<file path="src/rtl/battery_power_mode_manager_defines.svh">
// Assertion macros shared by the battery power mode manager RTL.
`ifndef BATTERY_POWER_MODE_MANAGER_DEFINES_SVH
`define BATTERY_POWER_MODE_MANAGER_DEFINES_SVH

// Same-cycle implication, disabled while in reset.
`define BPMM_ASSERT_NOW(lbl, clk, rst_n, ante, cons) \
	lbl: assert property (@(posedge clk) disable iff (!(rst_n)) (ante) |-> (cons)) \
		else $error("bpmm check failed");

// Next-cycle implication, disabled while in reset.
`define BPMM_ASSERT_NEXT(lbl, clk, rst_n, ante, cons) \
	lbl: assert property (@(posedge clk) disable iff (!(rst_n)) (ante) |=> (cons)) \
		else $error("bpmm check failed");

`endif

</file>
<file path="src/rtl/bpmm_pkg.sv">
// Types, constants and the contrast table of the battery power mode manager.
package bpmm_pkg;

	localparam int unsigned MV_W    = 14;
	localparam int unsigned TIME_W  = 10;
	localparam int unsigned IDLE_W  = 6;
	localparam int unsigned SLEEP_W = 8;
	localparam int unsigned DUTY_W  = 8;
	localparam int unsigned CFG_IDX_W = 3;

	localparam logic [TIME_W-1:0]  MICRO_STEP  = 10'd800;
	localparam logic [TIME_W-1:0]  MILLI_STEP  = 10'd8;
	localparam logic [TIME_W:0]    WRAP_1000   = 11'd1000;
	localparam logic [TIME_W-1:0]  LED_MS      = 10'd50;
	localparam logic [IDLE_W-1:0]  IDLE_MAX    = 6'd60;
	localparam logic [SLEEP_W-1:0] SLEEP_MAX   = 8'd255;

	localparam logic [DUTY_W-1:0] DUTY_RESET    = 8'd127;
	localparam logic [DUTY_W-1:0] DUTY_ZERO     = 8'd0;
	localparam logic [DUTY_W-1:0] DUTY_START    = 8'd160;
	localparam logic [DUTY_W-1:0] DUTY_TOO_LOW  = 8'd210;

	localparam logic [MV_W-1:0] MAX_RATED_RST    = 14'd5300;
	localparam logic [MV_W-1:0] BATTERY_FULL_RST = 14'd4900;
	localparam logic [MV_W-1:0] NO_EXTERNAL_RST  = 14'd4500;
	localparam logic [MV_W-1:0] ON_BATTERY_RST   = 14'd4000;
	localparam logic [MV_W-1:0] BATTERY_LOW_RST  = 14'd3600;

	typedef enum logic [2:0] {
		MODE_START    = 3'd0,
		MODE_FORCE    = 3'd1,
		MODE_CHARGING = 3'd2,
		MODE_EXTERNAL = 3'd3,
		MODE_BATTERY  = 3'd4,
		MODE_LOW      = 3'd5,
		MODE_OVERFLOW = 3'd6
	} mode_t;

	typedef enum logic [CFG_IDX_W-1:0] {
		CFG_MAX_RATED    = 3'd0,
		CFG_BATTERY_FULL = 3'd1,
		CFG_NO_EXTERNAL  = 3'd2,
		CFG_ON_BATTERY   = 3'd3,
		CFG_BATTERY_LOW  = 3'd4,
		CFG_SAMPLE_EN    = 3'd5,
		CFG_WDOG_HOLD    = 3'd6,
		CFG_FORCE_CHARGE = 3'd7
	} cfg_reg_t;

	typedef struct packed {
		logic [MV_W-1:0] sample_mv;
		logic            clear_idle_timer;
		logic            clear_sleep_timer;
	} tick_in_t;

	typedef struct packed {
		logic               charge_on;
		logic [DUTY_W-1:0]  contrast_duty;
		logic               led_on;
		logic [2:0]         power_mode;
		logic               watchdog_kick;
		logic [TIME_W-1:0]  seconds;
		logic [TIME_W-1:0]  milliseconds;
		logic [IDLE_W-1:0]  idle_seconds;
		logic [SLEEP_W-1:0] sleep_seconds;
	} tick_out_t;

	// Five-step contrast table over the reading.
	function automatic logic [DUTY_W-1:0] table_contrast(input logic [MV_W-1:0] mv);
		logic [DUTY_W-1:0] duty;
		if (mv > 14'd4800)      duty = 8'd0;
		else if (mv > 14'd4600) duty = 8'd50;
		else if (mv > 14'd4300) duty = 8'd100;
		else if (mv > 14'd4100) duty = 8'd200;
		else                    duty = 8'd249;
		return duty;
	endfunction

endpackage

</file>
<file path="src/rtl/bpmm_if.sv">
// Valid/ready channel interfaces for tick inputs and tick results.
interface bpmm_in_if;
	import bpmm_pkg::*;
	logic     valid;
	logic     ready;
	tick_in_t data;
	modport source (output valid, output data, input ready);
	modport sink (input valid, input data, output ready);
endinterface

interface bpmm_out_if;
	import bpmm_pkg::*;
	logic      valid;
	logic      ready;
	tick_out_t data;
	modport source (output valid, output data, input ready);
	modport sink (input valid, input data, output ready);
endinterface

</file>
<file path="src/rtl/battery_power_mode_manager.sv">
// A tick beat taken into the input register moves its result into the result
// register on advance. Throughput: one tick per clock unless tick_out stalls;
// the two form a two-deep pipeline, so a new tick is taken while a result waits.
// The clock, counter and mode update is one short compare/add pass per tick.
// Reset (arst_n low, asynchronous): thresholds to defaults, counters and mode
// cleared, contrast 127, both pipeline stages empty.
module battery_power_mode_manager (
	input  logic                                   clk,
	input  logic                                   arst_n,
	bpmm_in_if.sink                                tick_in,
	bpmm_out_if.source                             tick_out,
	input  logic                                   cfg_we,
	input  logic [bpmm_pkg::CFG_IDX_W-1:0]         cfg_index,
	input  logic [bpmm_pkg::MV_W-1:0]              cfg_wdata
);
	import bpmm_pkg::*;

	`include "battery_power_mode_manager_defines.svh"

	// Configuration registers
	logic [MV_W-1:0] max_rated_q, battery_full_q, no_external_q, on_battery_q, battery_low_q;
	logic            sample_en_q, wdog_hold_q, force_charge_q;

	// Pipeline and state
	logic              s1_valid_q;
	tick_in_t          s1_data_s1;
	logic              out_valid_q;
	tick_out_t         out_data_q;
	logic              advance;

	logic [MV_W-1:0]    reading_q;
	mode_t              mode_q;
	logic               charge_q;
	logic [DUTY_W-1:0]  contrast_q;
	logic [TIME_W-1:0]  micro_q, milli_q, second_q;
	logic [1:0]         sec_mod3_q;
	logic [IDLE_W-1:0]  idle_q;
	logic [SLEEP_W-1:0] sleep_q;

	// Next-state values
	logic [MV_W-1:0]    reading_d;
	mode_t              mode_d;
	logic               charge_d;
	logic [DUTY_W-1:0]  contrast_d;
	logic [TIME_W-1:0]  micro_d, milli_d, second_d;
	logic [1:0]         sec_mod3_d;
	logic [IDLE_W-1:0]  idle_d;
	logic [SLEEP_W-1:0] sleep_d;
	logic               led_d;

	// Write configuration registers
	always_ff @(posedge clk or negedge arst_n) begin
		if (!arst_n) begin
			max_rated_q    <= MAX_RATED_RST;
			battery_full_q <= BATTERY_FULL_RST;
			no_external_q  <= NO_EXTERNAL_RST;
			on_battery_q   <= ON_BATTERY_RST;
			battery_low_q  <= BATTERY_LOW_RST;
			sample_en_q    <= 1'b0;
			wdog_hold_q    <= 1'b0;
			force_charge_q <= 1'b0;
		end else if (cfg_we) begin
			case (cfg_reg_t'(cfg_index))
				CFG_MAX_RATED:    max_rated_q    <= cfg_wdata;
				CFG_BATTERY_FULL: battery_full_q <= cfg_wdata;
				CFG_NO_EXTERNAL:  no_external_q  <= cfg_wdata;
				CFG_ON_BATTERY:   on_battery_q   <= cfg_wdata;
				CFG_BATTERY_LOW:  battery_low_q  <= cfg_wdata;
				CFG_SAMPLE_EN:    sample_en_q    <= cfg_wdata[0];
				CFG_WDOG_HOLD:    wdog_hold_q    <= cfg_wdata[0];
				CFG_FORCE_CHARGE: force_charge_q <= cfg_wdata[0];
				default:          ;
			endcase
		end
	end

	// Advance the input stage when the result register is free or being drained
	assign advance       = s1_valid_q && (!out_valid_q || tick_out.ready);
	assign tick_in.ready = !s1_valid_q || advance;

	// Compute clock, counters and power decision for the tick in stage 1
	always_comb begin
		logic [TIME_W:0] micro_sum;
		logic [TIME_W:0] milli_sum;
		logic            sec_roll;
		logic [IDLE_W-1:0]  idle_base;
		logic [SLEEP_W-1:0] sleep_base;

		idle_base  = s1_data_s1.clear_idle_timer  ? '0 : idle_q;
		sleep_base = s1_data_s1.clear_sleep_timer ? '0 : sleep_q;

		// Microseconds carry one extra millisecond
		micro_sum = {1'b0, micro_q} + {1'b0, MICRO_STEP};
		milli_sum = {1'b0, milli_q} + {1'b0, MILLI_STEP};
		if (micro_sum >= WRAP_1000) begin
			micro_sum = micro_sum - WRAP_1000;
			milli_sum = milli_sum + 11'd1;
		end
		sec_roll = (milli_sum >= WRAP_1000);
		if (sec_roll) milli_sum = milli_sum - WRAP_1000;
		micro_d = micro_sum[TIME_W-1:0];
		milli_d = milli_sum[TIME_W-1:0];

		second_d   = second_q;
		sec_mod3_d = sec_mod3_q;
		idle_d     = idle_base;
		sleep_d    = sleep_base;
		if (sec_roll) begin
			if ({1'b0, second_q} + 11'd1 >= WRAP_1000) begin
				second_d   = '0;
				sec_mod3_d = 2'd0;
			end else begin
				second_d   = second_q + 10'd1;
				sec_mod3_d = (sec_mod3_q == 2'd2) ? 2'd0 : sec_mod3_q + 2'd1;
			end
			if (idle_base < IDLE_MAX)   idle_d  = idle_base + 6'd1;
			if (sleep_base < SLEEP_MAX) sleep_d = sleep_base + 8'd1;
		end

		led_d = (sec_mod3_d == 2'd0) && (milli_d < LED_MS);

		reading_d = sample_en_q ? s1_data_s1.sample_mv : reading_q;

		// Pick mode, charge switch and contrast; first matching band wins
		mode_d     = mode_q;
		charge_d   = charge_q;
		contrast_d = contrast_q;
		if (force_charge_q) begin
			mode_d     = MODE_FORCE;
			charge_d   = 1'b1;
			contrast_d = table_contrast(reading_d);
		end else if (reading_d > max_rated_q) begin
			mode_d     = MODE_OVERFLOW;
			charge_d   = 1'b1;
			contrast_d = DUTY_ZERO;
		end else if (reading_d > battery_full_q) begin
			if (mode_q == MODE_START) begin
				charge_d   = 1'b1;
				contrast_d = DUTY_START;
				mode_d     = MODE_CHARGING;
			end else begin
				if (charge_q) begin
					charge_d   = 1'b0;
					contrast_d = DUTY_ZERO;
				end
				mode_d = MODE_EXTERNAL;
			end
		end else if (reading_d > on_battery_q) begin
			charge_d   = 1'b1;
			mode_d     = (reading_d > no_external_q) ? MODE_CHARGING : MODE_BATTERY;
			contrast_d = table_contrast(reading_d);
		end else if (reading_d > battery_low_q) begin
			charge_d   = 1'b1;
			mode_d     = MODE_BATTERY;
			contrast_d = table_contrast(reading_d);
		end else begin
			charge_d = 1'b1;
			if (mode_q == MODE_BATTERY) begin
				mode_d = MODE_LOW;
			end else begin
				mode_d     = MODE_BATTERY;
				contrast_d = DUTY_TOO_LOW;
			end
		end
	end

	// Hold control state and valid flags
	always_ff @(posedge clk or negedge arst_n) begin
		if (!arst_n) begin
			s1_valid_q  <= 1'b0;
			out_valid_q <= 1'b0;
			reading_q   <= '0;
			mode_q      <= MODE_START;
			charge_q    <= 1'b0;
			contrast_q  <= DUTY_RESET;
			micro_q     <= '0;
			milli_q     <= '0;
			second_q    <= '0;
			sec_mod3_q  <= 2'd0;
			idle_q      <= '0;
			sleep_q     <= '0;
		end else begin
			if (tick_in.ready) s1_valid_q <= tick_in.valid;
			if (advance) begin
				out_valid_q <= 1'b1;
			end else if (tick_out.ready) begin
				out_valid_q <= 1'b0;
			end
			if (advance) begin
				reading_q  <= reading_d;
				mode_q     <= mode_d;
				charge_q   <= charge_d;
				contrast_q <= contrast_d;
				micro_q    <= micro_d;
				milli_q    <= milli_d;
				second_q   <= second_d;
				sec_mod3_q <= sec_mod3_d;
				idle_q     <= idle_d;
				sleep_q    <= sleep_d;
			end
		end
	end

	// Capture input beat and result payload
	always_ff @(posedge clk) begin
		if (tick_in.valid && tick_in.ready) s1_data_s1 <= tick_in.data;
		if (advance) begin
			out_data_q.charge_on     <= charge_d;
			out_data_q.contrast_duty <= contrast_d;
			out_data_q.led_on        <= led_d;
			out_data_q.power_mode    <= mode_d;
			out_data_q.watchdog_kick <= !wdog_hold_q;
			out_data_q.seconds       <= second_d;
			out_data_q.milliseconds  <= milli_d;
			out_data_q.idle_seconds  <= idle_d;
			out_data_q.sleep_seconds <= sleep_d;
		end
	end

	assign tick_out.valid = out_valid_q;
	assign tick_out.data  = out_data_q;

	`BPMM_ASSERT_NEXT(a_adv_fills_out, clk, arst_n, advance, out_valid_q)
	`BPMM_ASSERT_NEXT(a_stall_keeps_s1, clk, arst_n, s1_valid_q && !advance, s1_valid_q)
	`BPMM_ASSERT_NEXT(a_force_mode, clk, arst_n, advance && force_charge_q, (mode_q == MODE_FORCE) && charge_q)
	`BPMM_ASSERT_NOW(a_time_range, clk, arst_n, out_valid_q, (out_data_q.milliseconds < LED_MS || !out_data_q.led_on) && out_data_q.idle_seconds <= IDLE_MAX && second_q < 10'd1000)

endmodule

</file>
<file path="src/flat_wrapper.sv">
// flat-port wrapper written by rule: the top's interface ports become plain ports
module battery_power_mode_manager_flat import bpmm_pkg::*;
  (clk, arst_n, cfg_we, cfg_index, cfg_wdata, tick_in_valid, tick_in_data, tick_in_ready, tick_out_valid, tick_out_data, tick_out_ready);
  bpmm_in_if tick_in_i ();
  bpmm_out_if tick_out_i ();
  input  logic clk;
  input  logic arst_n;
  input  logic cfg_we;
  input  logic [bpmm_pkg::CFG_IDX_W-1:0] cfg_index;
  input  logic [bpmm_pkg::MV_W-1:0] cfg_wdata;
  input wire logic [$bits(tick_in_i.valid)-1:0] tick_in_valid;
  input wire logic [$bits(tick_in_i.data)-1:0] tick_in_data;
  output wire logic [$bits(tick_in_i.ready)-1:0] tick_in_ready;
  output wire logic [$bits(tick_out_i.valid)-1:0] tick_out_valid;
  output wire logic [$bits(tick_out_i.data)-1:0] tick_out_data;
  input wire logic [$bits(tick_out_i.ready)-1:0] tick_out_ready;
  assign tick_in_i.valid = tick_in_valid;
  assign tick_in_i.data = tick_in_data;
  assign tick_in_ready = tick_in_i.ready;
  assign tick_out_valid = tick_out_i.valid;
  assign tick_out_data = tick_out_i.data;
  assign tick_out_i.ready = tick_out_ready;
  battery_power_mode_manager u_core (.clk(clk), .arst_n(arst_n), .tick_in(tick_in_i), .tick_out(tick_out_i), .cfg_we(cfg_we), .cfg_index(cfg_index), .cfg_wdata(cfg_wdata));
endmodule
</file>
<file path="config.mk">
export PLATFORM = sky130hd
export DESIGN_NAME = battery_power_mode_manager_flat
export DESIGN_NICKNAME = d
export VERILOG_FILES = /design/src/rtl/bpmm_pkg.sv /design/src/rtl/bpmm_if.sv /design/src/rtl/battery_power_mode_manager.sv /design/src/flat_wrapper.sv
export VERILOG_INCLUDE_DIRS = /design/src /design/src/rtl
export SDC_FILE = /design/constraint.sdc
export NUM_CORES = 1
export LEC_CHECK = 0
export BUFFER_PORTS_ARGS = -buffer_cell sky130_fd_sc_hd__buf_4
export CORE_MARGIN = 1
export CORE_UTILIZATION = 55
export DETAILED_ROUTE_END_ITERATION = 8
export GPL_ROUTABILITY_DRIVEN = 1
export HOLD_SLACK_MARGIN = 0.03
export MAX_ROUTING_LAYER = met4
export PLACE_DENSITY = 0.84
export SETUP_SLACK_MARGIN = 0.4
export SLEW_MARGIN = 20
export SYNTH_ARGS = -nofsm -noshare
export SYNTH_HDL_FRONTEND = slang
export SYNTH_SLANG_ARGS = --single-unit
</file>
<file path="constraint.sdc">
create_clock -name clk -period 3.45 [get_ports clk]
set_input_delay 0.5175 -clock clk [delete_from_list [all_inputs] [get_ports clk]]
set_output_delay 0.5175 -clock clk [all_outputs]
set_load 0.1 [all_outputs]
</file>
# After elaboration in Yosys (flattened, before gate mapping)
# Index checks and enable logic that the tools add are counted.
[classes] addsub=10 muxes=41 eq_ne=9 magnitude_cmp=15 reduce_logical=20
[ops] cell="$mux 8" n=14
[ops] cell="$gt 14x14->1" n=5
[ops] cell="$gt 14x13->1 const B" n=4
[ops] cell="$mux 10" n=4
[ops] cell="$ge 11x10->1 const B" n=3
[ops] cell="$mux 6" n=4
[ops] cell="$sub 10x10->10 const B" n=2
[ops] cell="$mux 3" n=6
[ops] cell="$reduce_and 2->1" n=8
[ops] cell="$eq 3x3->1 const B" n=5
[ops] cell="$mux 14" n=1
[ops] cell="$add 10x1->11 const B" n=1
[ops] cell="$add 10x10->11 const B" n=1
[ops] cell="$add 10x4->11 const B" n=1
[ops] cell="$add 11x1->11 const B" n=1
[ops] cell="$mux 11" n=1
[ops] cell="$add 10x1->10 const B" n=1
[ops] cell="$lt 10x6->1 const B" n=1
[ops] cell="$add 8x1->8 const B" n=1
[ops] cell="$lt 8x8->1 const B" n=1
[ops] cell="$mux 1" n=8
[ops] cell="$add 6x1->6 const B" n=1
[ops] cell="$eq 3x2->1 const B" n=2
[ops] cell="$logic_not 3->1" n=2
[ops] cell="other kinds (10)" n=17
[totals] register_bits=211 inputBits=38

# Logic depth before layout (Yosys ltp)
# Gate-level depths: netlist (run 1).
[logic_depth] ltp_word=11 ltp_mapped=16

# Least setup slack after synthesis (run 1)
# OpenSTA, ideal clock, no wires.
[synth_timing] path_type="reg-to-reg" startpoint="reg u_core.sample_en_q" endpoint="reg u_core.out_data_q, in the netlist u_core.tick_out.data[45], data pin" arrival_ps=3396 setup_ps=265 stages_incl_launch_ff=16 path_slack_ps=-211 synth_period_minus_slack_ps=3661 path_buffers=4 cell_sequence="dfrtp_1 > buf_4 > buf_2 > buf_2 > mux2_2 > ha_1 > nor2b_1 > o21a_1 > o21a_1 > o21ai_0 > a2111o_1 > a41oi_1 > clkbuf_1 > a2111oi_0 > a211oi_1 > nand2_1"
[synth_via] elab_chain_cells=9 elab_cells_between_ends=14 cone_classes="6 x order compare; 8 x mux"
[synth_rtl] element="start, declared" line="battery_power_mode_manager.sv:22" source="logic sample_en_q, wdog_hold_q, force_charge_q;"
[synth_rtl] element="start signal, assigned" line="battery_power_mode_manager.sv:69" source="CFG_SAMPLE_EN: sample_en_q <= cfg_wdata[0];"
[synth_rtl] element="$mux 14 *" line="battery_power_mode_manager.sv:122" source="reading_d = sample_en_q ? s1_data_s1.sample_mv : reading_q;"
[synth_rtl] element="via u_core.reading_d[1]" line="battery_power_mode_manager.sv:41" source="logic [MV_W-1:0] reading_d;"
[synth_rtl] element="$gt 14x13->1" line="bpmm_pkg.sv:72" source="else if (mv > 14'd4600) duty = 8'd50;"
[synth_rtl] element="$mux 8" line="bpmm_pkg.sv:72"
[synth_rtl] element="$mux 8" line="bpmm_pkg.sv:71" source="if (mv > 14'd4800) duty = 8'd0;"
[synth_rtl] element="$mux 8" line="battery_power_mode_manager.sv:152" source="end else if (reading_d > battery_low_q) begin"
[synth_rtl] element="$mux 8" line="battery_power_mode_manager.sv:148" source="end else if (reading_d > on_battery_q) begin"
[synth_rtl] element="$mux 8" line="battery_power_mode_manager.sv:136" source="end else if (reading_d > battery_full_q) begin"
[synth_rtl] element="$mux 8" line="battery_power_mode_manager.sv:132" source="end else if (reading_d > max_rated_q) begin"
[synth_rtl] element="$mux 8 *" line="battery_power_mode_manager.sv:128" source="if (force_charge_q) begin"
[synth_rtl] element="via u_core.contrast_d[6]" line="battery_power_mode_manager.sv:44" source="logic [DUTY_W-1:0] contrast_d;"
[synth_rtl] element="end, declared" line="battery_power_mode_manager.sv:28" source="tick_out_t out_data_q;"
# The timed path passes the listed nets; every way through them passes the cells marked *.
# A chain may end at the register's enable or synchronous reset.

# Final worst setup path (run 1)
# Ends and elaborated chain as after synthesis.

==> metrics.md, run 1 <==
| Metric | Value |
|---|---|
| Status | `finished, violations left` |
| Failing checks | `setup timing` |
| Port bufs | `87` |
| Wirelength per Cell | `22.6 um` |
| Min Tclk post-route | `3.57 ns` |
| Post-synth EDFFs | `64` |
| Final Total Pwr | `13300 uW` |
| Worst path cell trace | `buf_12 -> mux2_4 -> ha_4 -> nor2b_4 -> o21a_1 -> o21a_1 -> o21ai_2 -> a2111o_1 -> a41oi_4 -> nor4_2 -> buf_4 -> buf_4 -> o21ai_1 -> nand2_2` |
| Clock Latency Late Sink | `0.54 ns` |
| Num CTS Buffers | `24` |
| Worst Path Required | `3.72 ns` |
| Slew of the pin with the lowest slew margin | `0.996 ns` |
| Drt first pass iters | `5` |
| Layout cells sized above 1 | `37.8%` |
| Clock Sinks | `208` |
| Die Area | `22000 um^2` |
| Tcrit/Tclk final | `103%` |
| Worst r2r src | `u_core.sample_en_q` |
| # rows | `53` |
| Reg2Reg Depth | `14` |
| CP endpoint kind | `flop` |
| RSZ-0062 raised after global routing | `true` |
| Crit path launch type | `flop` |
| Worst min path class | `primary input to flop` |
| Post-DRT Antenna Nets | `0` |
| YS warnings | `0` |
| F_max | `280 MHz` |
| Clock Tree Buf Depth | `3` |
| Setup crit end | `u_core.tick_out.data[45]` |
| Cell variety after synth | `87` |
| Fin Clk Skew | `0.0214 ns` |
| CP Class | `flop to flop` |
| Dominant synthesized flop cell | `dfrtp_1` |
| Worst r2r dst | `u_core.tick_out.data[45]` |
| Via count | `10900` |
| Core Box Area | `21000 um^2` |
| Maximum VDD drop | `0.688 mV` |
| Vias in the first global route | `9976` |
| DR vias/cell | `6.53` |
| Slowest cell delay on critical path | `0.49 ns` |
| Top Ports | `88` |
| DRC viols | `0` |
| Total number of H-tree levels | `1` |
| Area delta synth->final | `34.0%` |
| Worst Path Arrival | `3.84 ns` |
| Max FO, Critical Path | `7` |
| Register area share after synthesis | `47.2%` |
| Place WS | `-0.0622 ns` |
| Cell Area, Synth | `11800 um^2` |
| HPWL Detailed | `20100 um` |
| Leakage | `0.00673 uW` |
| Max cap viols | `0` |
| Final worst slack | `-0.120 ns` |
| Placed Area | `13200 um^2` |
| GRT Total Usage | `29.6%` |
| Hold Violations, Final | `0` |
| Critical path startpoint | `u_core.sample_en_q` |
| Die X | `148 um` |
| Synth Instances | `1172` |
| Syn nets | `1290` |
| RD Place Congestion | `0.928` |
| Iter 0 DRT Violations | `1324` |
| Finish-stage setup viols | `9` |
| Final setup TNS | `-0.427 ns` |
| Die height | `148 um` |
| Fin area | `15800 um^2` |
| Root buffer cell | `clkbuf_16` |
| Antenna cells | `0` |
| Inst Count DP | `1542` |
| FF-to-FF setup slack | `-0.12 ns` |
| Initial antenna violation count | `0` |
| Worst slew margin | `33.6%` |
| First-pass GRT wire length | `50400 um` |
| Starting Density | `56.1%` |
| Pwr per Cell Area | `841 nW/um^2` |
| FFs w/ async S/R, synth | `69.2%` |
| Reg clk slew, reported paths | `0.06 ns` |
| Seq cells post-synth | `208` |
| Syn_area_per_cell | `10.1 um^2` |
| Final wirelength | `37700 um` |
| Layout Nets | `1491` |
| CP max-delay cell | `dfrtp_2` |
| Max-slew violation count | `0` |
| Pin count of the biggest net entering global routing | `73` |
| CTS tree | `yes` |
| Fin cells | `1666` |
| GRT overflow | `0` |
[area by class of cell]
| class | instances | area, um^2 |
|---|---|---|
| Fill cell | 1159 | 5210 |
| Timing Repair Buffer | 218 | 1910 |
| Inverter | 97 | 378 |
| Multi-Input combinational cell | 824 | 6800 |
| Clock buffer | 33 | 676 |
| Clock inverter | 11 | 130 |
| Tap cell | 275 | 344 |
| Sequential cell | 208 | 5570 |
[metrics by stage]
step	hold slack, ns	util [%]
after floorplan	0.222	-
after global placement	0.462	62.7
after detailed placement	0.458	62.7
after CTS	0.162	70.5
after global routing	0.153	75.2
final	0.158	75.2
[state kept, by name (all words and copies together), names as in the netlist, 2 cells and up]
| name | flops |
|---|---|
| u_core.s1_data_s1 | 16 |
| u_core.reading_q | 14 |
| u_core.battery_full_q | 14 |
| u_core.mode_q | 3 |
| u_core.milli_q | 10 |
| u_core.tick_out.data | 48 |
| u_core.on_battery_q | 14 |
| u_core.no_external_q | 14 |
| u_core.micro_q | 7 |
| u_core.battery_low_q | 14 |
| u_core.contrast_q | 8 |
| u_core.max_rated_q | 14 |
| u_core.second_q | 10 |
| u_core.idle_q | 6 |
| u_core.sec_mod3_q | 2 |
| u_core.sleep_q | 8 |
[worst max-delay path, delay by kind of cell (launching register included)]
kind | cells | cell delay (ns)
AOI/OAI and AO/OA | 6 | 1.40
muxes | 1 | 0.34
and+or+nand+nor | 3 | 0.29
buffers and inverters | 3 | 0.49
adders and majority gates | 1 | 0.29
DFF | 1 | 0.49
[synthesized netlist by cell type (all sizes together), types with 14 or more instances]
master / n / area share, %
a21o: 26 / 1.7
a21oi: 37 / 1.9
and3: 14 / 0.74
buf: 14 / 0.71
clkbuf: 33 / 1.0
dfrtp: 111 / 24
dfstp: 33 / 7.3
edfxtp: 64 / 16
ha: 80 / 8.5
inv: 97 / 3.1
mux2: 35 / 3.3
nand2: 130 / 4.2
nand2b: 20 / 1.1
nand3: 22 / 0.98
nand4: 22 / 1.2
nor2: 59 / 1.9
nor2b: 17 / 0.90
nor3: 15 / 0.68
o21a: 16 / 1.0
o21ai: 121 / 5.1
o31ai: 18 / 1.1
xnor2: 19 / 1.4
[cell families after synthesis]
logic type | count (synthesis) | share of synthesized area [%]
flops | 208 | 47.2
compound gates | 315 | 18.2
simple gates | 349 | 14.8
mux | 46 | 4.27
fa+ha+maj | 82 | 8.65
xor+xnor | 28 | 2.08
buf+inv | 144 | 4.85
[how the worst min path moves through the flow]
stage | end | cells past startpoint | slack, ns | start
finish | u_core.s1_data_s1[15] | 1 | 0.16 | tick_in_data[15]
global route | u_core.s1_data_s1[9] | 1 | 0.15 | tick_in_data[9]
CTS | u_core.s1_data_s1[9] | 1 | 0.16 | tick_in_data[9]
detailed placement | u_core.contrast_q[6] | 2 | 0.46 | u_core.contrast_q[6]
global placement | u_core.contrast_q[6] | 2 | 0.46 | u_core.contrast_q[6]
floorplan | u_core.battery_full_q[0] | 0 | 0.22 | arst_n
[what timing repair did]
item	CTS	global route
pin swaps	45	77
buffers inserted	38	34
endpoints found under the setup margin	76	75
endpoints found under the hold margin	33	0
cloned	5	2
hold buffers	1	0
gates resized for setup	111	170
[layout by cell type, fill, tap and decap left out, types with 7 or more instances in the layout]
master	synthesis	layout
clkbuf_16	0	25
nand2b_1	20	18
or3_1	11	7
xnor2_1	19	16
a21o_1	26	26
a31o_2	8	7
inv_1	96	83
o21ai_2	0	25
nand3_1	21	19
and2_1	9	7
inv_2	1	8
a21oi_2	1	7
buf_6	2	41
and3_1	14	14
a31oi_1	12	9
buf_4	2	167
o21a_1	16	15
a21oi_4	3	10
nor3_1	14	7
nor2_4	1	8
edfxtp_1	64	64
o211ai_1	7	7
o31ai_2	0	8
nor2b_1	17	13
nand4_1	21	21
clkinv_2	0	9
ha_4	0	12
o21ai_0	115	85
nor3_2	1	8
nand2_1	129	121
o21ai_1	6	8
a21oi_1	33	20
nor2_1	58	52
dfrtp_1	111	108
ha_1	80	63
mux2_2	35	25
mux2_4	0	10
dfstp_2	33	33
[routing by layer]
| layer | up-vias | global-route usage (%) | wire, um | part of all wire (%) |
|---|---|---|---|---|
| li1 | 4640 | - | - | - |
| met1 | 5246 | 35.6 | 13600 | 36 |
| met2 | 731 | 48.7 | 18500 | 49 |
| met3 | 269 | 4.36 | 3110 | 8.2 |
| met4 | 0 | 14.9 | 2510 | 6.7 |
| met5 | - | - | 0 | 0 |
[report_power, final]
group	switching, uW	internal (uW)
Combinational	4110	2740
Sequential	533	3270
Clock	1040	1590
Power figures use the tool's default switching activity.
==> run 2, diff against run 1 <==
PLACE_DENSITY = 0.77   (was 0.84)
SKIP_CTS_REPAIR_TIMING = 1   (was default)
==> run 2 against run 1 <==
- the flow now finishes without violations
- combinational power decreased by 7.9%
- flip-flop and latch count unchanged
- fmax is 4.1% higher
- design area is 4.0% lower
- via count decreased by 8.8%
- register-to-register slack better by 0.14 ns
- worst setup slack improved by 0.14 ns
- sequential share of layout area up 1.5 points
- largest cell class unchanged
- highest routed layer unchanged
==> metrics.md, run 2 (synthesis results as in run 1) <==
| Metric | Value |
|---|---|
| Fin Clk Skew | `0.0196 ns` |
| Drt first pass iters | `6` |
| CTS tree | `yes` |
| Pin count of the biggest net entering global routing | `81` |
| Clock Latency Late Sink | `0.52 ns` |
| Status | `complete, no violations` |
| Pwr per Cell Area | `827 nW/um^2` |
| Largest register FFs | `48` |
| Reg clk slew, reported paths | `0.07 ns` |
| Starting Density | `56.1%` |
| GRT overflow | `0` |
| Finish-stage setup viols | `0` |
| CP Class | `flop to flop` |
| Max cap viols | `0` |
| Placed Area | `13100 um^2` |
| Min Tclk post-route | `3.43 ns` |
| HPWL Detailed | `20000 um` |
| Slew of the pin with the lowest slew margin | `0.964 ns` |
| Final setup TNS | `0 ns` |
| Tcrit/Tclk final | `99.3%` |
| Num CTS Buffers | `23` |
| Area delta synth->final | `28.6%` |
| DRC viols | `0` |
| F_max | `292 MHz` |
| Die Area | `22000 um^2` |
| Clock Sinks | `208` |
| Iter 0 DRT Violations | `702` |
| Layout cells sized above 1 | `32.5%` |
| Wirelength per Cell | `19.8 um` |
| Worst Path Required | `3.89 ns` |
| Port bufs | `87` |
| Layout Nets | `1444` |
| Most frequent cells in the layout | `150 x buf_4, 125 x nand2_1, 108 x dfrtp_1` |
| Final wirelength | `31900 um` |
| Crit path launch type | `flop` |
| First-pass GRT wire length | `44800 um` |
| Leakage | `0.00638 uW` |
| Die height | `148 um` |
| Root buffer cell | `clkbuf_16` |
| Clock Tree Buf Depth | `3` |
| CP endpoint kind | `flop` |
| Initial antenna violation count | `0` |
| GRT Total Usage | `26.3%` |
| Max FO, Critical Path | `6` |
| Core Box Area | `21000 um^2` |
| Worst Path Arrival | `3.87 ns` |
| Total number of H-tree levels | `1` |
| Top Ports | `88` |
| Hold Violations, Final | `0` |
| Antenna cells | `0` |
| Via count | `9925` |
| RD Place Congestion | `0.914` |
| Worst min path class | `primary input to asynchronous set/reset pin` |
| Worst slew margin | `35.7%` |
| Max-slew violation count | `0` |
| DR vias/cell | `6.14` |
| Die X | `148 um` |
| Post-DRT Antenna Nets | `0` |
| Maximum VDD drop | `0.566 mV` |
| RSZ-0062 raised after global routing | `true` |
| # rows | `53` |
| Leading cell type in the layout, fill and taps excluded | `buf_4` |
| Fin area | `15200 um^2` |
| Vias in the first global route | `9055` |
run 2: cell types whose count changed in the layout (fill, tap and decap cells not counted), moves of 4 or more:
cell	change
a21oi_1	+5
nand2_1	+4
nor2_4	-6
o21ai_1	+7
ha_4	+8
ha_1	-5
o21ai_2	-20
buf_4	-17
o21ai_0	+14
inv_2	+4
buf_6	-26
clkinv_2	-5
run 2: worst max-delay path, stage by stage (launching register included):
cell and delay [ns]:
dfrtp_2 0.49, buf_6 0.17, a21oi_4 0.21, inv_4 0.07
ha_4 0.24, a21o_1 0.20, a21o_1 0.18, a21o_1 0.20
a2111oi_4 0.36, buf_4 0.18, o21ai_4 0.06, and2_4 0.19
nor4_2 0.26, buf_4 0.23, nor3_4 0.07, o221ai_2 0.23
run 2: final timing paths:
kind	startpoint	endpoint	slack, ns	cells after the start
worst min register to register	u_core.reading_q[9]	u_core.reading_q[9]	0.48	2
max in group asynchronous	arst_n	u_core.tick_out.valid	2.61	2
worst max register to register	u_core.sample_en_q	u_core.contrast_q[1]	0.02	15
min in group clk	tick_in_data[10]	u_core.s1_data_s1[10]	0.18	1
worst min-delay path	arst_n	u_core.micro_q[7]	0.05	1
worst max-delay path	u_core.sample_en_q	u_core.contrast_q[1]	0.02	15
run 2: through the flow:
step	hold WS [ns]	total power (uW)	std cells	setup WS (ns)	util, %
global route	0.105	13100	1617	-0.0351	72.2
floorplan	0.222	7370	1172	0.181	-
CTS	0.0841	11200	1577	-0.0205	66.0
global placement	0.453	8570	1536	0.0485	62.4
finish	0.0492	12500	1617	0.0225	72.2
detailed placement	0.461	8700	1536	-0.00578	62.4
run 2: where the power goes:
part | internal, uW | switching, uW | leakage (uW)
clock network | 1510 | 999 | 0.000370
registers | 3270 | 456 | 0.00235
logic | 2500 | 3810 | 0.00366
run 2: layer usage:
layer | up-vias | track usage, % | share of wire, %
met1 | 4866 | 33.5 | 41
met4 | 0 | 11.6 | 3.9
met5 | - | - | 0
met2 | 402 | 42.1 | 50
met3 | 95 | 3.37 | 5.4
li1 | 4562 | - | -
run 2: area by class of cell:
| class | count | area [um^2] |
|---|---|---|
| multi-input cells | 823 | 6670 |
| flip-flops and latches | 208 | 5570 |
| repair buffers | 173 | 1460 |
| clock buffers | 31 | 636 |
| clock inverters | 10 | 124 |
| inverters | 97 | 370 |
| well taps | 275 | 344 |
| fillers | 1387 | 5850 |
